<file path="src/sv/riff_chunk_finder_macros.svh">
// ----------------------------------------------------------------------------
// riff_chunk_finder_macros.svh
// Assertion macros used by the chunk finder top level
// ----------------------------------------------------------------------------
`ifndef RIFF_CHUNK_FINDER_MACROS_SVH
`define RIFF_CHUNK_FINDER_MACROS_SVH

// same-cycle implication, checked out of reset
`define CHF_ASSERT_NOW(label, ante, cons, msg) \
  label: assert property (@(posedge clk) disable iff (rst) (ante) |-> (cons)) \
    else $error(msg);

// next-cycle implication, checked out of reset
`define CHF_ASSERT_NEXT(label, ante, cons, msg) \
  label: assert property (@(posedge clk) disable iff (rst) (ante) |=> (cons)) \
    else $error(msg);

`endif

</file>
<file path="src/sv/chf_pkg.sv">
// ----------------------------------------------------------------------------
// chf_pkg
// Shared types and constants of the RIFF chunk finder
// ----------------------------------------------------------------------------
package chf_pkg;

  // default target tag: "RIFF", first stream byte in bits 7:0
  localparam logic [31:0] TAG_RIFF = 32'h4646_4952;
  localparam logic [31:0] STREAM_SIZE_RST = 32'd1;

  // configuration register indexes
  localparam logic REG_TARGET_TAG  = 1'b0;
  localparam logic REG_STREAM_SIZE = 1'b1;

  // outcome codes
  localparam logic [1:0] OUT_FOUND    = 2'd0;
  localparam logic [1:0] OUT_NO_MATCH = 2'd1;
  localparam logic [1:0] OUT_OVERSIZE = 2'd2;

  // input beat
  typedef struct packed {
    logic [7:0] data_byte;
    logic       start_search;
  } in_beat_t;

  // output beat
  typedef struct packed {
    logic [1:0]  outcome;
    logic [31:0] chunk_length;
    logic [31:0] payload_offset;
  } out_beat_t;

  // result handed from the scanner to the output stage
  typedef struct packed {
    logic      valid;
    out_beat_t beat;
  } chf_res_t;

endpackage

</file>
<file path="src/sv/chf_scan.sv">
// ----------------------------------------------------------------------------
// chf_scan
// Per-byte scanner state: header assembly, length check, tag compare, skip
// ----------------------------------------------------------------------------
module chf_scan
  import chf_pkg::*;
(
  input  logic        clk,
  input  logic        rst,
  input  logic        accept,
  input  in_beat_t    beat,
  input  logic [31:0] target_tag,
  input  logic [31:0] stream_size,
  output chf_res_t    res
);

  logic [31:0] stream_position;
  logic [2:0]  header_byte_count;
  logic [31:0] tag_shift;
  logic [31:0] length_shift;
  logic [31:0] skip_remaining;
  logic        search_done;

  logic [31:0] stream_position_next;
  logic [2:0]  header_byte_count_next;
  logic [31:0] tag_shift_next;
  logic [31:0] length_shift_next;
  logic [31:0] skip_remaining_next;
  logic        search_done_next;

  // state as seen after an optional start of a new search
  logic [31:0] pos_q;
  logic [2:0]  hbc_q;
  logic [31:0] tag_q;
  logic [31:0] len_q;
  logic [31:0] skip_q;
  logic        done_q;

  logic [31:0] pos_inc;
  logic [32:0] end_sum;
  logic        give;
  logic [1:0]  code;

  assign pos_q   = beat.start_search ? '0 : stream_position;
  assign hbc_q   = beat.start_search ? '0 : header_byte_count;
  assign tag_q   = beat.start_search ? '0 : tag_shift;
  assign len_q   = beat.start_search ? '0 : length_shift;
  assign skip_q  = beat.start_search ? '0 : skip_remaining;
  assign done_q  = beat.start_search ? 1'b0 : search_done;
  assign pos_inc = pos_q + 32'd1;
  // end of header plus payload length, without wrap
  assign end_sum = {1'b0, pos_inc} + {1'b0, beat.data_byte, len_q[31:8]};

  // next-state and result decision for one byte
  always_comb begin
    stream_position_next   = pos_q;
    header_byte_count_next = hbc_q;
    tag_shift_next         = tag_q;
    length_shift_next      = len_q;
    skip_remaining_next    = skip_q;
    search_done_next       = done_q;
    give                   = 1'b0;
    code                   = OUT_NO_MATCH;
    if (done_q) begin
      // result already given, ignore byte
    end else if (skip_q != '0) begin
      skip_remaining_next  = skip_q - 32'd1;
      stream_position_next = pos_inc;
      if (skip_q == 32'd1 && pos_inc >= stream_size) begin
        give = 1'b1;
      end
    end else if (hbc_q == '0 && pos_q >= stream_size) begin
      // stream exhausted at a chunk boundary, byte not consumed
      give = 1'b1;
    end else begin
      if (!hbc_q[2]) begin
        tag_shift_next = {beat.data_byte, tag_q[31:8]};
      end else begin
        length_shift_next = {beat.data_byte, len_q[31:8]};
      end
      header_byte_count_next = hbc_q + 3'd1;
      stream_position_next   = pos_inc;
      if (hbc_q != 3'd7) begin
        if (pos_inc >= stream_size) begin
          give = 1'b1;
        end
      end else if (end_sum > {1'b0, stream_size}) begin
        give = 1'b1;
        code = OUT_OVERSIZE;
      end else if (tag_q == target_tag) begin
        give = 1'b1;
        code = OUT_FOUND;
      end else begin
        skip_remaining_next = length_shift_next;
        if (length_shift_next == '0 && pos_inc >= stream_size) begin
          give = 1'b1;
        end
      end
    end
    if (give) begin
      search_done_next = 1'b1;
    end
  end

  // result beat, length and offset only on a match
  always_comb begin
    res.valid               = accept && give;
    res.beat.outcome        = code;
    res.beat.chunk_length   = (code == OUT_FOUND) ? length_shift_next : '0;
    res.beat.payload_offset = (code == OUT_FOUND) ? pos_inc : '0;
  end

  // scanner state registers
  always_ff @(posedge clk) begin
    if (rst) begin
      stream_position   <= '0;
      header_byte_count <= '0;
      tag_shift         <= '0;
      length_shift      <= '0;
      skip_remaining    <= '0;
      search_done       <= 1'b0;
    end else if (accept) begin
      stream_position   <= stream_position_next;
      header_byte_count <= header_byte_count_next;
      tag_shift         <= tag_shift_next;
      length_shift      <= length_shift_next;
      skip_remaining    <= skip_remaining_next;
      search_done       <= search_done_next;
    end
  end

endmodule

</file>
<file path="src/sv/riff_chunk_finder.sv">
// ----------------------------------------------------------------------------
// riff_chunk_finder
// Byte-serial search of a RIFF-style chunk stream for a four-character tag
// ----------------------------------------------------------------------------
// Usage:
//   Input channel in_valid/in_stall/in_data carries one stream byte per beat;
//   start_search set on a beat begins a new search at that byte.
//   Output channel out_valid/out_stall/out_data carries at most one result per
//   search: tag found (with length and payload offset), stream ended without
//   a match, or a chunk length that exceeds stream_size.
//   Registers target_tag (index 0) and stream_size (index 1) are written via
//   cfg_we/cfg_index/cfg_data while the block is idle.
// Timing:
//   One byte per cycle while in_stall is low; the result of a byte is
//   registered in the output register. The per-byte work is combinational in
//   the scanner between the input beat and the output register.
//   When the receiver stalls, one further result is held in a skid register;
//   in_stall rises only while that skid register is full.
// Reset:
//   Clears the search state (searching from position zero), empties the
//   output stage and restores target_tag to "RIFF" and stream_size to 1.
// ----------------------------------------------------------------------------
`include "riff_chunk_finder_macros.svh"

module riff_chunk_finder
  import chf_pkg::*;
(
  input  logic        clk,
  input  logic        rst,
  input  logic        in_valid,
  output logic        in_stall,
  input  in_beat_t    in_data,
  output logic        out_valid,
  input  logic        out_stall,
  output out_beat_t   out_data,
  input  logic        cfg_we,
  input  logic        cfg_index,
  input  logic [31:0] cfg_data
);

  logic [31:0] target_tag;
  logic [31:0] stream_size;
  logic        in_accept;
  chf_res_t    res;
  logic        skid_valid;
  out_beat_t   skid_data;
  logic        out_free;

  // configuration registers
  always_ff @(posedge clk) begin
    if (rst) begin
      target_tag  <= TAG_RIFF;
      stream_size <= STREAM_SIZE_RST;
    end else if (cfg_we) begin
      case (cfg_index)
        REG_TARGET_TAG:  target_tag  <= cfg_data;
        REG_STREAM_SIZE: stream_size <= cfg_data;
        default: ;
      endcase
    end
  end

  assign in_stall  = skid_valid;
  assign in_accept = in_valid && !in_stall;
  assign out_free  = !out_valid || !out_stall;

  chf_scan u_scan (
    .clk         (clk),
    .rst         (rst),
    .accept      (in_accept),
    .beat        (in_data),
    .target_tag  (target_tag),
    .stream_size (stream_size),
    .res         (res)
  );

  // output register with skid stage
  always_ff @(posedge clk) begin
    if (rst) begin
      out_valid  <= 1'b0;
      skid_valid <= 1'b0;
    end else if (out_free) begin
      if (skid_valid) begin
        out_valid  <= 1'b1;
        skid_valid <= 1'b0;
      end else begin
        out_valid <= res.valid;
      end
    end else if (res.valid) begin
      skid_valid <= 1'b1;
    end
  end

  always_ff @(posedge clk) begin
    if (out_free) begin
      out_data <= skid_valid ? skid_data : res.beat;
    end
    if (!out_free && res.valid) begin
      skid_data <= res.beat;
    end
  end

  // checks
  `CHF_ASSERT_NOW(a_skid_behind_out, skid_valid, out_valid,
    "skid holds a beat while output register is empty")
  `CHF_ASSERT_NEXT(a_skid_drains, out_valid && !out_stall && skid_valid,
    out_valid && !skid_valid, "skid beat not moved into output register")
  `CHF_ASSERT_NOW(a_zero_fields, out_valid && out_data.outcome != OUT_FOUND,
    out_data.chunk_length == '0 && out_data.payload_offset == '0,
    "non-match result carries nonzero length or offset")
  `CHF_ASSERT_NOW(a_outcome_code, out_valid,
    out_data.outcome == OUT_FOUND || out_data.outcome == OUT_NO_MATCH ||
    out_data.outcome == OUT_OVERSIZE, "undefined outcome code")

endmodule

</file>
<file path="config.mk">
export PLATFORM = sky130hd
export DESIGN_NAME = riff_chunk_finder
export DESIGN_NICKNAME = d
export VERILOG_FILES = /design/src/sv/chf_pkg.sv /design/src/sv/chf_scan.sv /design/src/sv/riff_chunk_finder.sv
export VERILOG_INCLUDE_DIRS = /design/src /design/src/sv
export SDC_FILE = /design/constraint.sdc
export NUM_CORES = 1
export LEC_CHECK = 0
export BUFFER_PORTS_ARGS = -buffer_cell sky130_fd_sc_hd__buf_2
export CORE_MARGIN = 2
export CORE_UTILIZATION = 44
export CTS_CLUSTER_DIAMETER = 120
export DETAILED_ROUTE_END_ITERATION = 8
export MAX_ROUTING_LAYER = met4
export SYNTH_ARGS = -nofsm -noshare
export SYNTH_HDL_FRONTEND = slang
export SYNTH_HIERARCHICAL = 1
export SYNTH_SLANG_ARGS = --single-unit
</file>
<file path="constraint.sdc">
create_clock -name clk -period 13.9 [get_ports clk]
set_clock_uncertainty 0.1 [all_clocks]
set_input_delay 0 -clock clk [delete_from_list [all_inputs] [get_ports clk]]
set_output_delay 0 -clock clk [all_outputs]
set_load 0.01 [all_outputs]
</file>
[After elaboration in Yosys (flattened, before gate mapping)]
Index checks and enable logic that the tools add are counted.
Operators by class
  $add $sub $neg: 4
  magnitude comparators: 3
  equal/unequal tests: 3
  multiplexer cells: 49
  bitwise logic cells: 1
  reductions and logical operators: 18
Operators by type and width (number)
  $mux W32: 26
  $mux W66: 1
  $ge A32 B32 Y1: 2
  $add A32 B32 Y33: 1
  $gt A33 B32 Y1: 1
  $add A32 B1 Y32 const B: 1
  $eq A32 B1 Y1 const B: 1
  $eq A32 B32 Y1: 1
  $logic_not A32 Y1: 1
  $reduce_bool A32 Y1: 1
  $sub A32 B1 Y32 const B: 1
  $mux W1: 13
  $mux W3: 4
  $mux W2: 5
  $logic_and A1 B1 Y1: 6
  $logic_not A1 Y1: 4
  $reduce_and A2 Y1: 2
  $add A3 B1 Y3 const B: 1
  $logic_not A3 Y1: 1
  $ne A3 B3 Y1 const B: 1
  $logic_not A2 Y1: 1
  $reduce_or A2 Y1: 1
  $logic_or A1 B1 Y1: 1
  $not A1 Y1: 1
Word-level totals
  bits in registers: 330
  input port bits: 47
  output and inout port bits: 68
  word-level logic and storage cells: 94

[Depth between registers and ports, before layout]
  word-level depth: 17
  depth in mapped cells: 38

[Cells and area by module]
Netlist, hierarchy kept.
By module, submodules not included
  chf_scan: times used 1, cells each 1762, area an instance 13185.1 um^2, sequential area each 2642.5 um^2
  riff_chunk_finder: times used 1, cells each 477, area an instance 7607.3 um^2, sequential area each 5285.1 um^2

[Worst setup path before layout]
OpenSTA, ideal clock, no wires.
  kind: input to register
  start point: input port in_data[0] (netlist name)
  end point: register skid_data[0] (netlist name) (enable)
  arrival: 7593 ps
  setup slack: 5776 ps
  cell stages on the path: 34
  buffers on the path: 8
  cells stage by stage: buf_6 -> buf_6 -> buf_4 -> buf_2 -> buf_1 -> clkbuf_1 -> clkbuf_1 -> nor2b_1 -> ha_1 -> and4b_1 -> buf_2 -> nand4_1 -> nor2_1 -> xnor2_1 -> inv_1 -> ha_1 -> a21o_1 -> a21oi_1 -> a211oi_1 -> nor4_1 -> o21ai_0 -> a2111oi_0 -> nor2_1 -> o311ai_0 -> ha_1 -> nand2_1 -> nor2_1 -> a41oi_1 -> inv_1 -> o22a_1 -> nand2b_1 -> nand2_1 -> a311oi_1 -> and3_1
RTL lines
  start: declaration: line riff_chunk_finder.sv:32  | input in_beat_t in_data,
  end signal: assignment: line riff_chunk_finder.sv:99  | skid_data <= res.beat;
  end: declaration: line riff_chunk_finder.sv:46  | out_beat_t skid_data;

==> summary.txt <==
Max IR drop VDD: 0.000106 V
minimum clock period: 8.37 ns
# Post-CTS Setup Buffers: 0
Tcrit/Tclk final: 60.3%
Combinational Power Share: 15.1%
H-tree depth: 2
DR vias/cell: 6.02
post-synthesis compound-gate area fraction: 17.5%
via count: 17,976
# fillers: 4,329
worst hold margin: 0.164 ns
die width: 221 µm
worst hold path stage count: 4
Synth top area share: 19.1%
fin util: 50.6%
data required time of the worst path: 13.98 ns
total net switching power: 709 µW
vias in the first global route: 17,200
Ys Warns: 6
Final Setup Violations: 0
Avg Cell Area, Syn: 9.29 µm²
share of layout cells above drive strength 1: 13.3%
Rel. slew slack: 20.6%
Critical-path top delay cell: buf_4
Netlist cell types: 93
fmax: 119 MHz
Synth Area in Adders: 8.46%
hold path startpoint: cfg_data[24]
post-synthesis sequential area ratio: 38.1%
Worst Max-Slew Pin Slew: 1.19 ns
num ports: 115
Pleak: 9.47 nW
WHS Endpoint: target_tag[24]
final instance area: 0.0235 mm²
max-cap violations: 0
final slew viol count: 0
Detailed Route WL: 66,500 µm
Sequential Power Share: 42.6%
post-CTS resize count: 0
FF-to-FF End: skid_data[28]
post-synth net total: 2,426
ranking of synthesized cells by area: dfxtp_1, edfxtp_1, ha_1
first-pass GRT wire length: 102,000 µm
Yosys reg bits: 330
TritonCTS clock tree: yes
switch share: 27.9%
antenna violations before repair: 2
Tot Pwr: 2.54 mW
Area after DPL: 0.0216 mm²
crit path launch type: input pin
largest net degree at the start of global routing: 105
ys flop type: dfxtp_1
largest family of logic cells by synthesized area: simple AND/OR/NAND/NOR gates
DRT iter0 DRCs: 1,921
Final Hold Vio Count: 0
Reg clk slew, reported paths: 0.06 ns
PortBufs: 114
Worst R2R Start: u_scan/stream_position[0]
cts bufs inserted: 38
Initial Utilization: 44.7%
wire per inst: 22.3 µm
clock root buffer: clkbuf_16
status: completed
clock share of power: 42.2%
Crit Path Max Fanout: 76
# DRC: 0
R2R depth: 26
post-synthesis async set-or-reset flop share: 0%
Area Growth Syn to Fin: 13.2%
Pint: 1.83 mW
CP peak stage delay: 0.68 ns
Die Footprint: 0.0490 mm²
CP Class: input pin to flop
# rows: 79
EDFF count, synth: 132
Synth Area in XOR/XNOR: 2.95%
Final nets: 2,535
Antenna Violating Nets Remaining: 0
Max clock buf depth: 3
GRT Total Usage: 27.3%
power per cell area: 108 mW/mm²
Clock Latency Late Sink: 0.57 ns
CP endpoint kind: flop
total grt overflow: 0
Post-Syn Area: 0.0208 mm²
Sink Count: 330
Final TNS setup: 0 ns
Core Region: 0.0466 mm²
RD Place Congestion: 0.963
drt pass-1 iters: 7
Synth Area in Simple Gates: 19.6%
mux cell area share after synthesis: 8.65%
post-synth top area cell: dfxtp_1
cells after synthesis: 2,239
crit path DAT: 8.46 ns
post-DP HPWL: 48,500 µm
hold crit path type: input pin to flop
RSZ-0062 raised after global routing: no
FF-to-FF setup slack: 5.95 ns
die height: 221 µm
logic make-up (layout without fill, tap and decap cells):
| family | Yosys count | count (layout) |
|---|---|---|
| flip-flops | 330 | 330 |
| AND/OR/NAND/NOR | 788 | 788 |
| other | 0 | 2 |
| AO/OA/AOI/OAI | 545 | 545 |
| multiplexers | 164 | 164 |
| adder cells (fa/ha/maj) | 140 | 140 |
| buffers and inverters | 202 | 338 |
| XOR/XNOR | 70 | 70 |
Yosys cell counts, types with 8 or more instances:
cell,count
a211oi_1,14
a21o_1,34
a21oi_1,144
a22o_1,47
a22oi_1,39
a311oi_1,11
a31oi_1,25
and2_1,11
and3_1,39
buf_1,8
buf_2,30
buf_4,10
buf_6,18
clkbuf_1,57
dfxtp_1,198
edfxtp_1,132
ha_1,139
inv_1,78
mux2_2,54
mux2_4,18
mux2i_1,92
nand2_1,152
nand2b_1,73
nand3_1,48
nand4_1,33
nor2_1,218
nor2b_1,73
nor3_1,55
nor3_2,8
nor4_1,18
nor4bb_1,9
o211ai_1,12
o21a_1,11
o21ai_0,109
o22ai_1,10
or3_1,8
xnor2_1,46
xor2_1,24
power groups by stage:
stage	Sequential (mW)	Clock, mW	Combinational (mW)
after floorplan	1.10	0	0.258
final	1.08	1.07	0.384
after CTS	1.08	1.09	0.378
after global routing	1.09	1.13	0.416
after detailed placement	1.10	0	0.364
after global placement	1.10	0	0.359
layout make-up:
class,count,area [µm²],area share [%]
diodes,2,5.00,0.0213
clock buffers,48,1050,4.46
clock inverters,19,278,1.18
inverters,79,297,1.26
multi-input cells,1707,11900,50.6
flip-flops and latches,330,7930,33.7
well taps,607,759,3.23
repair buffers,192,1310,5.56
critical path: cells and delay by family:
family,cells,cell delay [ns]
AND/OR/NAND/NOR,14,3.19
buffers and inverters,7,2.25
AO/OA/AOI/OAI,5,1.67
adder cells (fa/ha/maj),3,1.01
XOR/XNOR,1,0.28
through the flow:
| step | worst slack [ns] | cells |
|---|---|---|
| final | 5.53 | 2984 |
| after detailed placement | 5.62 | 2858 |
| after CTS | 5.59 | 2982 |
| after floorplan | 5.78 | 2239 |
| after global routing | 4.74 | 2984 |
| after global placement | 5.87 | 2858 |
sequential cells by signal (all words and copies together) (netlist names):
name / count
skid_data: 66
u_scan/stream_position: 32
out_data: 66
u_scan/search_done: 1
out_valid: 1
u_scan/length_shift: 32
in_stall: 1
u_scan/skip_remaining: 32
stream_size: 32
target_tag: 32
u_scan/tag_shift: 32
u_scan/header_byte_count: 3
cells in the final DEF (no fill, tap or decap), drive strengths merged, types with 10 or more instances in the layout:
master         n
a211oi        15
a21bo         13
a21o          34
a21oi        144
a22o          47
a22oi         39
a311oi        12
a31oi         25
and2          12
and3          39
buf          135
clkbuf        48
dfxtp        198
dlygate4sd3   57
edfxtp       132
ha           139
inv           80
mux2          72
mux2i         92
nand2        154
nand2b        73
nand3         48
nand4         35
nor2         219
nor2b         74
nor3          64
nor4          23
o211ai        12
o21a          11
o21ai        112
o22ai         10
xnor2         46
xor2          24
repair_timing:
| item | CTS | global route |
|---|---|---|
| setup endpoints to repair | 0 | 0 |
| endpoints found under the hold margin | 96 | 0 |
| hold buffers | 57 | 0 |
how the worst max path moves through the flow:
| stage | from | end | slack, ns | cells past startpoint |
|---|---|---|---|---|
| 6_report | in_data[0] | skid_data[28] | 5.53 | 30 |
| 5_1_grt | in_data[0] | skid_data[28] | 4.74 | 33 |
| 4_1_cts | in_data[0] | skid_data[10] | 5.59 | 33 |
| 3_5_place_dp | in_data[0] | skid_data[28] | 5.62 | 32 |
| 3_3_place_gp | in_data[0] | skid_data[27] | 5.87 | 32 |
| 2_1_floorplan | in_data[0] | skid_data[0] | 5.78 | 34 |
routing by layer:
| layer | global-route usage (%) | up-vias | share of wire, % |
|---|---|---|---|
| met4 | 10.3 | 0 | 3.7 |
| met2 | 39.9 | 706 | 43 |
| met5 | - | - | 0 |
| met1 | 37.8 | 8683 | 46 |
| li1 | - | 8466 | - |
| met3 | 4.44 | 121 | 7.2 |
(Power assumes the default switching activity.)
